--- config.mk ---
export PLATFORM = sky130hd
export DESIGN_NAME = motor_startup_sequencer
export DESIGN_NICKNAME = d
export VERILOG_FILES = /design/src/sv/mss_pkg.sv /design/src/sv/mss_step.sv /design/src/sv/motor_startup_sequencer.sv
export SDC_FILE = /design/constraint.sdc
export NUM_CORES = 1
export LEC_CHECK = 0
export BUFFER_PORTS_ARGS = -buffer_cell sky130_fd_sc_hd__buf_4
export CAP_MARGIN = 0
export CELL_PAD_IN_SITES_DETAIL_PLACEMENT = 1
export CELL_PAD_IN_SITES_GLOBAL_PLACEMENT = 2
export CORE_MARGIN = 2
export CORE_UTILIZATION = 43
export DETAILED_ROUTE_END_ITERATION = 16
export GPL_TIMING_DRIVEN = 0
export HOLD_SLACK_MARGIN = 0.1
export PLACE_DENSITY = 0.88
export SLEW_MARGIN = 20
export SYNTH_ARGS = -nofsm -noshare
export SYNTH_HDL_FRONTEND = slang
export SYNTH_SLANG_ARGS = --single-unit
--- constraint.sdc ---
create_clock -name clk -period 14 [get_ports clk]
set_input_delay 0.7 -clock clk [delete_from_list [all_inputs] [get_ports clk]]
set_output_delay 0.7 -clock clk [all_outputs]
set_load 0.1 [all_outputs]
--- src/sv/mss_pkg.sv ---
// ----------------------------------------------------------------------------
// mss_pkg
// Shared types and constants of the motor start-up sequencer.
// ----------------------------------------------------------------------------
package mss_pkg;

    localparam int LINE_BUFFER      = 64;
    localparam int TICK_COUNT_WIDTH = 16;
    localparam int POS_W            = $clog2(LINE_BUFFER);

    localparam int PCT_W    = 7;
    localparam int HOLD_W   = 16;
    localparam int PERIOD_W = 16;
    localparam int CMP_W    = 16;
    localparam int LED_W    = 11;
    localparam int HOLD_CMP_W = 33;

    // compare = floor(applied * period / 100) via reciprocal multiply
    localparam int PROD_W     = PCT_W + PERIOD_W;
    localparam int DIV_SHIFT  = 30;
    localparam int RECIP_W    = 24;
    localparam int RECIP_MUL_W = PROD_W + RECIP_W;
    localparam logic [RECIP_W-1:0] RECIP_100 = RECIP_W'(((64'd1 << DIV_SHIFT) + 99) / 100);

    localparam logic [PCT_W-1:0] PCT_LIMIT = 7'd100;
    localparam logic [PCT_W-1:0] SPEED_LO  = 7'd30;
    localparam logic [PCT_W-1:0] SPEED_HI  = 7'd99;

    localparam logic [7:0] CH_CR     = 8'h0D;
    localparam logic [7:0] CH_ZERO   = 8'd48;
    localparam logic [7:0] CH_COLON  = 8'd58;
    localparam logic [7:0] CH_M_UP   = 8'h4D;
    localparam logic [7:0] CH_M_LO   = 8'h6D;
    localparam logic [7:0] CH_S_UP   = 8'h53;
    localparam logic [7:0] CH_S_LO   = 8'h73;

    localparam logic [LED_W-1:0] LED_OFF  = 11'd2000;
    localparam logic [LED_W-1:0] LED_IDLE = 11'd500;
    localparam logic [LED_W-1:0] LED_RUN  = 11'd10;

    localparam logic [2:0] CFG_OFF_DUTY     = 3'd0;
    localparam logic [2:0] CFG_IDLE_DUTY    = 3'd1;
    localparam logic [2:0] CFG_MIN_DUTY     = 3'd2;
    localparam logic [2:0] CFG_MAX_DUTY     = 3'd3;
    localparam logic [2:0] CFG_IDLE_HOLD    = 3'd4;
    localparam logic [2:0] CFG_STARTUP_HOLD = 3'd5;
    localparam logic [2:0] CFG_PWM_PERIOD   = 3'd6;

    localparam logic [1:0] REQ_BYTE   = 2'd0;
    localparam logic [1:0] REQ_BUTTON = 2'd1;
    localparam logic [1:0] REQ_TICK   = 2'd2;

    typedef enum logic [1:0] {
        ST_OFF  = 2'd0,
        ST_IDLE = 2'd1,
        ST_RUN  = 2'd2
    } run_state_t;

    typedef struct packed {
        logic [PCT_W-1:0]    off_duty;
        logic [PCT_W-1:0]    idle_duty;
        logic [PCT_W-1:0]    min_duty;
        logic [PCT_W-1:0]    max_duty;
        logic [HOLD_W-1:0]   idle_hold;
        logic [HOLD_W-1:0]   startup_hold;
        logic [PERIOD_W-1:0] pwm_period;
    } cfg_t;

    localparam cfg_t CFG_RESET = '{
        off_duty:     7'd2,
        idle_duty:    7'd28,
        min_duty:     7'd32,
        max_duty:     7'd95,
        idle_hold:    16'd5,
        startup_hold: 16'd10,
        pwm_period:   16'd40000
    };

    typedef struct packed {
        run_state_t                  run;
        run_state_t                  mode;
        logic [PCT_W-1:0]            target;
        logic [PCT_W-1:0]            applied;
        logic [TICK_COUNT_WIDTH-1:0] elapsed;
        logic [POS_W-1:0]            pos;
        logic [2:0][7:0]             chars;
    } seq_state_t;

    localparam seq_state_t STATE_RESET = '{
        run:     ST_OFF,
        mode:    ST_OFF,
        target:  7'd2,
        applied: 7'd2,
        elapsed: '0,
        pos:     POS_W'(1),
        chars:   '0
    };

endpackage

--- src/sv/mss_step.sv ---
// ----------------------------------------------------------------------------
// mss_step
// Next-state logic for one word: command line, button, tick, then one
// transition evaluation.
// ----------------------------------------------------------------------------
module mss_step
    import mss_pkg::*;
(
    input  seq_state_t  cur,
    input  cfg_t        cfg,
    input  logic [1:0]  req_type,
    input  logic [7:0]  rx_byte,
    output seq_state_t  nxt
);

    seq_state_t         pre;
    logic               dig1;
    logic               dig2;
    logic [3:0]         d1;
    logic [3:0]         d2;
    logic [PCT_W-1:0]   value;
    logic               value_ok;
    logic [PCT_W-1:0]   pct;
    logic               do_drive;
    logic [PCT_W-1:0]   clamped;
    logic [HOLD_CMP_W-1:0] elapsed_ext;

    assign dig1 = (cur.chars[1] >= CH_ZERO) && (cur.chars[1] < CH_COLON);
    assign dig2 = (cur.chars[2] >= CH_ZERO) && (cur.chars[2] < CH_COLON);
    assign d1   = 4'(cur.chars[1] - CH_ZERO);
    assign d2   = 4'(cur.chars[2] - CH_ZERO);

    always_comb
    begin
        value    = '0;
        value_ok = 1'b0;
        if (cur.pos == POS_W'(3) && dig1)
        begin
            value    = PCT_W'(d1);
            value_ok = 1'b1;
        end
        else if (cur.pos == POS_W'(4) && dig1 && dig2)
        begin
            value    = PCT_W'({d1, 3'b000}) + PCT_W'({d1, 1'b0}) + PCT_W'(d2);
            value_ok = 1'b1;
        end
    end

    // pre-evaluation update
    always_comb
    begin
        pre = cur;
        unique case (req_type)
            REQ_BYTE:
            begin
                if (cur.pos >= POS_W'(1) && cur.pos <= POS_W'(3))
                begin
                    pre.chars[2'(cur.pos - POS_W'(1))] = rx_byte;
                end
                if (rx_byte == CH_CR)
                begin
                    if (value_ok)
                    begin
                        if (cur.chars[0] == CH_M_UP || cur.chars[0] == CH_M_LO)
                        begin
                            if (value <= PCT_W'(2))
                            begin
                                pre.mode = run_state_t'(value[1:0]);
                            end
                        end
                        else if (cur.chars[0] == CH_S_UP || cur.chars[0] == CH_S_LO)
                        begin
                            if (value >= SPEED_LO && value <= SPEED_HI)
                            begin
                                pre.target = value;
                            end
                        end
                    end
                    pre.chars = '0;
                    pre.pos   = POS_W'(1);
                end
                else if (cur.pos >= POS_W'(LINE_BUFFER - 1))
                begin
                    pre.pos = POS_W'(1);
                end
                else
                begin
                    pre.pos = cur.pos + POS_W'(1);
                end
            end
            REQ_BUTTON:
            begin
                pre.mode = (cur.run == ST_OFF) ? ST_IDLE : ST_OFF;
            end
            REQ_TICK:
            begin
                if (cur.elapsed != '1)
                begin
                    pre.elapsed = cur.elapsed + TICK_COUNT_WIDTH'(1);
                end
            end
            default:
            begin
                pre = cur;
            end
        endcase
    end

    assign elapsed_ext = HOLD_CMP_W'(pre.elapsed);

    always_comb
    begin
        clamped = pre.target;
        if (clamped < cfg.min_duty)
        begin
            clamped = cfg.min_duty;
        end
        if (clamped > cfg.max_duty)
        begin
            clamped = cfg.max_duty;
        end
    end

    // transition evaluation
    always_comb
    begin
        nxt      = pre;
        pct      = '0;
        do_drive = 1'b0;
        unique case (pre.run)
            ST_OFF:
            begin
                if (pre.mode == ST_IDLE)
                begin
                    pct         = cfg.idle_duty;
                    do_drive    = 1'b1;
                    nxt.elapsed = '0;
                    nxt.run     = ST_IDLE;
                end
                else if (pre.mode == ST_RUN)
                begin
                    nxt.mode = ST_OFF;
                end
            end
            ST_IDLE:
            begin
                if (pre.mode == ST_OFF)
                begin
                    pct      = cfg.off_duty;
                    do_drive = 1'b1;
                    nxt.run  = ST_OFF;
                end
                else if (pre.mode == ST_IDLE)
                begin
                    pct      = cfg.idle_duty;
                    do_drive = 1'b1;
                end
                else if (pre.mode == ST_RUN
                         && elapsed_ext > HOLD_CMP_W'(cfg.idle_hold))
                begin
                    pct         = cfg.min_duty;
                    do_drive    = 1'b1;
                    nxt.run     = ST_RUN;
                    nxt.elapsed = '0;
                end
            end
            default:
            begin
                if (pre.mode == ST_OFF)
                begin
                    pct      = cfg.off_duty;
                    do_drive = 1'b1;
                    nxt.run  = ST_OFF;
                end
                else if (pre.mode == ST_IDLE)
                begin
                    pct      = cfg.idle_duty;
                    do_drive = 1'b1;
                    nxt.run  = ST_IDLE;
                end
                else if (pre.mode == ST_RUN)
                begin
                    nxt.target = clamped;
                    pct        = clamped;
                    do_drive   = elapsed_ext > HOLD_CMP_W'(cfg.startup_hold);
                end
            end
        endcase
        if (do_drive)
        begin
            nxt.target = pct;
            if (pct <= PCT_LIMIT)
            begin
                nxt.applied = pct;
            end
        end
    end

endmodule

--- src/sv/motor_startup_sequencer.sv ---
// ----------------------------------------------------------------------------
// motor_startup_sequencer
// Off / idle / running drive sequencer producing PWM duty and compare value.
// ----------------------------------------------------------------------------
// Input channel (in_valid / in_stall): one word per command byte, button press
// or timer tick, selected by req_type. Output channel (out_valid / out_stall):
// one result word per input word, showing the block after that word.
// Configuration: cfg_valid / cfg_ready with cfg_index and cfg_data; cfg_ready
// is always high, indexes above the register list are ignored. Write only
// while no word is in flight.
// Pipeline: state is updated at accept, and the first stage registers the result
// fields with the duty-period product; the second stage forms the compare value
// from the registered product by a reciprocal multiply.
// Throughput: one word per cycle while out_stall is low.
// Reset: state off, duty 2 %, command line empty, registers at defaults,
// pipeline empty.
// Stall: a stalled result holds; one further word may sit in the first stage,
// after which in_stall rises until the output is taken.
// ----------------------------------------------------------------------------
module motor_startup_sequencer
    import mss_pkg::*;
(
    input  logic                clk,
    input  logic                rst_n,

    input  logic                in_valid,
    output logic                in_stall,
    input  logic [1:0]          req_type,
    input  logic [7:0]          rx_byte,

    output logic                out_valid,
    input  logic                out_stall,
    output logic [1:0]          status,
    output logic [1:0]          req_mode,
    output logic [PCT_W-1:0]    target_pct,
    output logic [PCT_W-1:0]    applied_pct,
    output logic [CMP_W-1:0]    pwm_compare,
    output logic [LED_W-1:0]    led_period_ms,

    input  logic                cfg_valid,
    output logic                cfg_ready,
    input  logic [2:0]          cfg_index,
    input  logic [15:0]         cfg_data
);

    cfg_t               cfg_reg;
    seq_state_t         st_reg;
    seq_state_t         st_next;

    logic               in_accept;
    logic               adv_out;

    logic               s1_valid_reg;
    logic [1:0]         s1_status_reg;
    logic [1:0]         s1_mode_reg;
    logic [PCT_W-1:0]   s1_target_reg;
    logic [PCT_W-1:0]   s1_applied_reg;
    logic [LED_W-1:0]   s1_led_reg;
    logic [PROD_W-1:0]  s1_prod_reg;
    logic [LED_W-1:0]   led_next;
    logic [PROD_W-1:0]  prod_next;

    logic               out_valid_reg;
    logic [1:0]         out_status_reg;
    logic [1:0]         out_mode_reg;
    logic [PCT_W-1:0]   out_target_reg;
    logic [PCT_W-1:0]   out_applied_reg;
    logic [CMP_W-1:0]   out_cmp_reg;
    logic [LED_W-1:0]   out_led_reg;
    logic [RECIP_MUL_W-1:0] quot_full;

    mss_step u_step
    (
        .cur      (st_reg),
        .cfg      (cfg_reg),
        .req_type (req_type),
        .rx_byte  (rx_byte),
        .nxt      (st_next)
    );

    assign cfg_ready = 1'b1;
    assign adv_out   = !out_valid_reg || !out_stall;
    assign in_stall  = s1_valid_reg && !adv_out;
    assign in_accept = in_valid && !in_stall;

    always_comb
    begin
        unique case (st_next.run)
            ST_OFF:  led_next = LED_OFF;
            ST_IDLE: led_next = LED_IDLE;
            default: led_next = LED_RUN;
        endcase
    end

    assign prod_next = PROD_W'(st_next.applied) * PROD_W'(cfg_reg.pwm_period);
    assign quot_full = RECIP_MUL_W'(s1_prod_reg) * RECIP_MUL_W'(RECIP_100);

    always_ff @(posedge clk or negedge rst_n)
    begin
        if (!rst_n)
        begin
            cfg_reg <= CFG_RESET;
        end
        else if (cfg_valid && cfg_ready)
        begin
            unique case (cfg_index)
                CFG_OFF_DUTY:     cfg_reg.off_duty     <= cfg_data[PCT_W-1:0];
                CFG_IDLE_DUTY:    cfg_reg.idle_duty    <= cfg_data[PCT_W-1:0];
                CFG_MIN_DUTY:     cfg_reg.min_duty     <= cfg_data[PCT_W-1:0];
                CFG_MAX_DUTY:     cfg_reg.max_duty     <= cfg_data[PCT_W-1:0];
                CFG_IDLE_HOLD:    cfg_reg.idle_hold    <= cfg_data;
                CFG_STARTUP_HOLD: cfg_reg.startup_hold <= cfg_data;
                CFG_PWM_PERIOD:   cfg_reg.pwm_period   <= cfg_data;
                default:          cfg_reg              <= cfg_reg;
            endcase
        end
    end

    always_ff @(posedge clk or negedge rst_n)
    begin
        if (!rst_n)
        begin
            st_reg        <= STATE_RESET;
            s1_valid_reg  <= 1'b0;
            out_valid_reg <= 1'b0;
        end
        else
        begin
            if (in_accept)
            begin
                st_reg <= st_next;
            end
            if (in_accept)
            begin
                s1_valid_reg <= 1'b1;
            end
            else if (adv_out)
            begin
                s1_valid_reg <= 1'b0;
            end
            if (adv_out)
            begin
                out_valid_reg <= s1_valid_reg;
            end
        end
    end

    always_ff @(posedge clk)
    begin
        if (in_accept)
        begin
            s1_status_reg  <= st_next.run;
            s1_mode_reg    <= st_next.mode;
            s1_target_reg  <= st_next.target;
            s1_applied_reg <= st_next.applied;
            s1_led_reg     <= led_next;
            s1_prod_reg    <= prod_next;
        end
        if (adv_out && s1_valid_reg)
        begin
            out_status_reg  <= s1_status_reg;
            out_mode_reg    <= s1_mode_reg;
            out_target_reg  <= s1_target_reg;
            out_applied_reg <= s1_applied_reg;
            out_led_reg     <= s1_led_reg;
            out_cmp_reg     <= quot_full[DIV_SHIFT +: CMP_W];
        end
    end

    assign out_valid     = out_valid_reg;
    assign status        = out_status_reg;
    assign req_mode      = out_mode_reg;
    assign target_pct    = out_target_reg;
    assign applied_pct   = out_applied_reg;
    assign pwm_compare   = out_cmp_reg;
    assign led_period_ms = out_led_reg;

    a_applied_in_range: assert property (@(posedge clk) disable iff (!rst_n)
        st_reg.applied <= PCT_LIMIT)
        else $error("applied duty above limit");

    a_stall_cause: assert property (@(posedge clk) disable iff (!rst_n)
        in_stall |-> (s1_valid_reg && out_valid_reg && out_stall))
        else $error("input stalled without a full pipeline");

    a_drain: assert property (@(posedge clk) disable iff (!rst_n)
        (out_valid_reg && !out_stall && !s1_valid_reg) |=> !out_valid_reg)
        else $error("result repeated after delivery");

    a_elapsed_step: assert property (@(posedge clk) disable iff (!rst_n)
        (st_reg.elapsed != $past(st_reg.elapsed))
        |-> (st_reg.elapsed == '0
             || st_reg.elapsed == $past(st_reg.elapsed) + TICK_COUNT_WIDTH'(1)))
        else $error("elapsed count jumped");

endmodule

==> results by group, run 1 <==
Status
  • Outcome: finished clean

Setup path
  • Slowest cell on crit path: fa_1
  • Most used cell, CP: inv_1
  • WP data arrival: 13.65 ns
  • Reg2reg end: s1_prod_reg[22]$_DFFE_PP_
  • Critical path class: reg -> reg
  • FF-to-FF Start: st_reg[9]$_DFFE_PN0P_
  • Crit. End Element: flop
  • R2R Setup Slk: 0.65 ns
  • CP Launch Type: flop
  • Crit path max fanout: 10
  • Cells on worst reg2reg path: 47
  • Largest stage delay, worst path: 0.55 ns
  • CP Data Required Time: 14.30 ns

Floorplanning
  • I/O pin count: 82
  • Die width: 239 um
  • Core area: 0.0549 mm^2
  • Die footprint: 0.0572 mm^2
  • Die H: 239 um
  • Initial Util: 43.3%
  • # rows: 86

Place
  • Place WS: 0.305 ns
  • Post-DP HPWL: 55,400 um
  • Placed Cells: 3,104
  • Port-buffer cells: 76
  • GPL Wtd Cong: 0.931

Clocking
  • CTS tree: built
  • CTS clk-pin slew, worst paths: 0.06 ns
  • Clock Latency Late Sink: 0.57 ns
  • Clk root buf: clkbuf_16
  • H-tree levels: 1
  • Clock Sinks: 224
  • Clock buffer depth: 3
  • Cts bufs inserted: 28

Synth
  • Simple-gate share of the synthesized area: 11.0%
  • Synth cell types: 93
  • Yosys warnings: 0
  • Ys async rst share: 62.9%
  • Post-synthesis compound-gate area fraction: 9.65%
  • Largest family of logic cells by synthesized area: adder cells
  • Synth Net Count: 2,956
  • Multiplexer area fraction after synthesis: 3.62%
  • Number of synthesized flops with an enable pin: 83
  • Area share of the largest cell type after synthesis: 22.4%
  • Number of synthesized register bits: 224
  • Syn Area/Cell: 10.3 um^2
  • Sequential-to-total area share from yosys stat: 25.4%
  • Syn Inst Count: 2,320
  • Main synth FF type: dfrtp_1
  • Top cells by count, synth: inv_1 (449), ha_1 (336), fa_1 (266)
  • Synth area leaders: fa_1 (22%), ha_1 (18%), dfrtp_1 (12%)
  • Top-count cell post-synth: inv_1
  • Mapped Area: 0.0238 mm^2
  • Xor/xnor share of the synthesized area: 1.88%
  • Area leader, netlist: fa_1
  • Post-synthesis adder-cell area fraction: 40.1%

Timing
  • Count of final hold-check violations: 0
  • Fmax: 0.0749 GHz
  • Worst Tran Pin Value: 0.910 ns
  • Slew HR: 38.5%
  • Period utilization: 95.4%
  • Max-slew violation count: 0
  • Post-route setup slack: 0.647 ns
  • Setup violators final: 0
  • Minimum clock period: 13.35 ns
  • Clock skew: 0.0161 ns
  • Fin Hold WS: 0.345 ns

GRT
  • Initial antenna violation count: 0
  • Global route overflow: 0
  • First-pass GRT wire length: 108,000 um
  • Largest net degree at the start of global routing: 89
  • Vias in the first global route: 19.4k
  • GRT Overall Usage: 24.1%

Final layout
  • Max reg flops: 76
  • Non-filler cells, final: 3,175
  • Area Growth Syn to Fin: 12.0%
  • Layout cells sized above 1: 12.6%
  • Layout fillers: 6,089
  • Core Util, Final: 48.5%
  • Layout Nets: 3,085
  • # diodes: 0

Worst hold path
  • Hold Path Sink: st_reg[13]$_DFFE_PN0P_
  • Hold wc startpoint: rx_byte[5]
  • Worst hold path depth: 3
  • Worst Hold Class: in -> reg

Drt
  • Post-Route WL: 67,200 um
  • Post-DR vias/cell: 5.45
  • DR iter-0 viols: 658
  • 1st-pass router iterations: 5
  • Wire per inst: 21.2 um
  • Post-route ant nets: 0
  • # DRC: 0
  • Vias: 17.3k

Flow run
  • Max_cap viols: 0
[cells in the final DEF (no fill, tap or decap), drive strengths merged, types with 6 or more instances in the layout]
cell type  instances
a211o             19
a211oi            28
a21o              24
a21oi             48
a311oi             6
a31oi             11
and2              10
and3              16
buf              128
clkbuf            71
clkinv             8
dfrtp            118
dfstp             23
edfxtp            83
fa               266
ha               336
inv              451
mux2              72
nand2            200
nand2b            17
nand3             55
nand3b             8
nand4             22
nand4b            12
nor2              98
nor2b             14
nor3              48
o2111ai            9
o211ai            13
o21a               9
o21ai             86
o21bai             6
o31ai              6
or2                6
or3               10
xnor2             34
xor2              17
[final cells by class]
class	count	area, um^2	area share (%)
plain buffers	59	282	1.06
clock buffers	42	898	3.37
clock inverters	10	104	0.390
inverters	451	1690	6.36
multi-input cells	1586	15900	59.6
flip-flops and latches	224	6050	22.7
well taps	704	881	3.31
repair buffers	99	851	3.19
[kinds of logic after synthesis]
family          after synthesis
compound gates              316
buf+inv                     510
other cells                   2
fa+ha+maj                   602
xor+xnor                     51
flops                       224
mux                          77
simple gates                538
[how the worst max path moves through the flow]
stage	endpoint	from
after global placement	s1_prod_reg[22]$_DFFE_PP_	st_reg[8]$_DFFE_PN0P_
after floorplan	s1_prod_reg[22]$_DFFE_PP_	st_reg[8]$_DFFE_PN0P_
final	s1_prod_reg[22]$_DFFE_PP_	st_reg[9]$_DFFE_PN0P_
after detailed placement	s1_prod_reg[22]$_DFFE_PP_	st_reg[8]$_DFFE_PN0P_
after global routing	s1_prod_reg[21]$_DFFE_PP_	st_reg[8]$_DFFE_PN0P_
after CTS	s1_prod_reg[22]$_DFFE_PP_	st_reg[8]$_DFFE_PN0P_
[stage by stage]
stage | TNS [ns] | instance area [um^2]
2_1_floorplan | 0 | 23800
3_3_place_gp | 0 | 25200
3_5_place_dp | 0 | 25400
4_1_cts | 0 | 26400
5_1_grt | -0.00877 | 26600
6_report | 0 | 26600
[worst max-delay path, delay by kind of cell, from the launching register on]
kind	cells	cell delay, ns
adder cells (fa/ha/maj)	10	4.02
multiplexers	2	0.77
AO/OA/AOI/OAI	21	5.63
XOR/XNOR	2	0.37
buffers and inverters	7	0.82
AND/OR/NAND/NOR	5	0.96
flip-flops	1	0.49
[repair_timing]
item                                    CTS  global route
hold endpoints to repair                 46             0
resized for setup                         0            15
buffers inserted                          0            18
hold buffers                              1             0
endpoints found under the setup margin    0             8
[routing by layer]
layer	wire length, um	vias to the layer above	track usage (%)
li1	-	8024	-
met1	28700	8887	30.4
met2	34300	305	43.7
met3	2250	100	2.50
met4	2000	0	7.31
met5	0	-	0
Power of run 1 is not shown: default switching activity piles up to over one toggle a cycle in this logic, so the estimate is an artifact.
==> run 2, diff against run 1 <==
CELL_PAD_IN_SITES_DETAIL_PLACEMENT = default   (was 1)
CELL_PAD_IN_SITES_GLOBAL_PLACEMENT = default   (was 2)
CORE_UTILIZATION = 45   (was 43)
PLACE_DENSITY = 0.66   (was 0.88)
==> results by group, run 2 (synthesis gave the netlist of run 1 again) <==
Place
  • GPL Wtd Cong: 0.972
  • Port-buffer cells: 76
  • Place WS: 0.498 ns
  • Post-DP HPWL: 49,100 um

GRT
  • First-pass GRT wire length: 96,300 um
  • Busiest grt layer: met2
  • Initial antenna violation count: 0
  • Largest net degree at the start of global routing: 73
  • Global route overflow: 0
  • GR Util met2: 40.2%
  • Met1 GRT Util: 28.6%
  • Vias in the first global route: 17.8k
  • GR Layer Usage met3: 2.32%
  • GRT Overall Usage: 22.5%

Status
  • Outcome: finished clean

Timing
  • Max-slew violation count: 0
  • Slew HR: 33.7%
  • Minimum clock period: 13.21 ns
  • Count of final hold-check violations: 0
  • Period utilization: 94.4%
  • Fmax: 0.0757 GHz
  • Clock skew: 0.0349 ns
  • Post-route setup slack: 0.788 ns
  • Setup violators final: 0
  • Worst Tran Pin Value: 0.987 ns
  • Total Neg Setup Slack: 0 ns
  • Fin Hold WS: 0.318 ns

Clocking
  • Clk root buf: clkbuf_16
  • Clock Latency Late Sink: 0.60 ns
  • Clock Sinks: 224
  • H-tree levels: 1
  • CTS clk-pin slew, worst paths: 0.07 ns
  • CTS tree: built
  • Cts bufs inserted: 27
  • Clock buffer depth: 3

Setup path
  • CP Launch Type: flop
  • Cells on worst reg2reg path: 48
  • Crit. End Element: flop
  • Reg2reg end: s1_prod_reg[22]$_DFFE_PP_
  • R2R Setup Slk: 0.79 ns
  • CP Data Required Time: 14.32 ns
  • Most used cell, CP: inv_1
  • Largest stage delay, worst path: 0.61 ns
  • Critical path class: reg -> reg
  • WP data arrival: 13.53 ns
  • Crit path max fanout: 10
  • Slowest cell on crit path: o311ai_2
  • FF-to-FF Start: st_reg[8]$_DFFE_PN0P_

Drt
  • Wire per inst: 19.0 um
  • Post-route ant nets: 0
  • DR iter-0 viols: 1,048
  • Post-DR vias/cell: 5.43
  • Post-Route WL: 59,700 um
  • Vias: 17.1k
  • 1st-pass router iterations: 5
  • # DRC: 0

Floorplanning
  • Die width: 234 um
  • Die H: 234 um
  • I/O pin count: 82
  • Die footprint: 0.0547 mm^2
  • # rows: 84
  • Core area: 0.0524 mm^2
  • Initial Util: 45.3%

Final layout
  • Most frequent cells in the layout: inv_1 (449), ha_1 (336), fa_1 (266), nand2_1 (199), dfrtp_1 (118)
  • Layout Nets: 3,067
  • # diodes: 0
  • Layout cells sized above 1: 11.8%
  • Most common cell after layout, fill and taps aside: inv_1
  • Core Util, Final: 50.2%
  • Max reg flops: 76
  • Area Growth Syn to Fin: 10.8%
  • Layout fillers: 4,704

Worst hold path
  • Worst Hold Class: in -> reg
  • Hold wc startpoint: rx_byte[7]
  • Worst hold path depth: 3
  • Hold Path Sink: st_reg[15]$_DFFE_PN0P_

Flow run
  • Max_cap viols: 0
[run 2: layout make-up]
cell class | count | area [um^2] | share of cell area (%)
plain buffers | 59 | 280 | 1.06
clock buffers | 29 | 693 | 2.63
clock inverters | 21 | 234 | 0.888
inverters | 451 | 1690 | 6.42
multi-input cells | 1586 | 15800 | 60.1
flip-flops and latches | 224 | 6050 | 23.0
well taps | 688 | 861 | 3.27
repair buffers | 82 | 698 | 2.65
[run 2: how the worst max path moves through the flow]
stage,slack [ns],cells past startpoint,from,end
finish,0.79,48,st_reg[8]$_DFFE_PN0P_,s1_prod_reg[22]$_DFFE_PP_
global route,-0.008,50,st_reg[8]$_DFFE_PN0P_,s1_prod_reg[22]$_DFFE_PP_
CTS,0.43,46,st_reg[8]$_DFFE_PN0P_,s1_prod_reg[22]$_DFFE_PP_
detailed placement,0.50,46,st_reg[8]$_DFFE_PN0P_,s1_prod_reg[22]$_DFFE_PP_
global placement,0.65,46,st_reg[8]$_DFFE_PN0P_,s1_prod_reg[22]$_DFFE_PP_
floorplan,2.55,47,st_reg[8]$_DFFE_PN0P_,s1_prod_reg[22]$_DFFE_PP_
[run 2: critical path, delay by kind of cell, from the launching register on]
family,cells,cell delay [ns]
AOI/OAI and AO/OA,21,5.36
adders and majority gates,9,3.93
and+or+nand+nor,5,1.06
buffers and inverters,9,0.96
muxes,2,0.76
DFF,1,0.47
xor gates and xnor gates,2,0.37
[run 2: repair_timing]
action | 4_1_cts | 5_1_grt
buffers inserted | 0 | 1
setup endpoints to repair | 0 | 4
hold endpoints to repair | 53 | 0
resized for setup | 0 | 8
hold buffers | 1 | 0
[run 2: routing by layer]
metal / up-vias / wire (um)
met4: 0 / 2010
met3: 101 / 2460
li1: 8003 / -
met2: 406 / 30200
met5: - / 0
met1: 8545 / 25000
[run 2: per-stage QoR]
stage                     cell area (um^2)  instances
final                                26400       3140
after global routing                 26400       3140
after CTS                            26300       3139
after detailed placement             25300       3088
after global placement               25200       3084
after floorplan                      23800       2320
Power of run 2 is left out for the same reason.
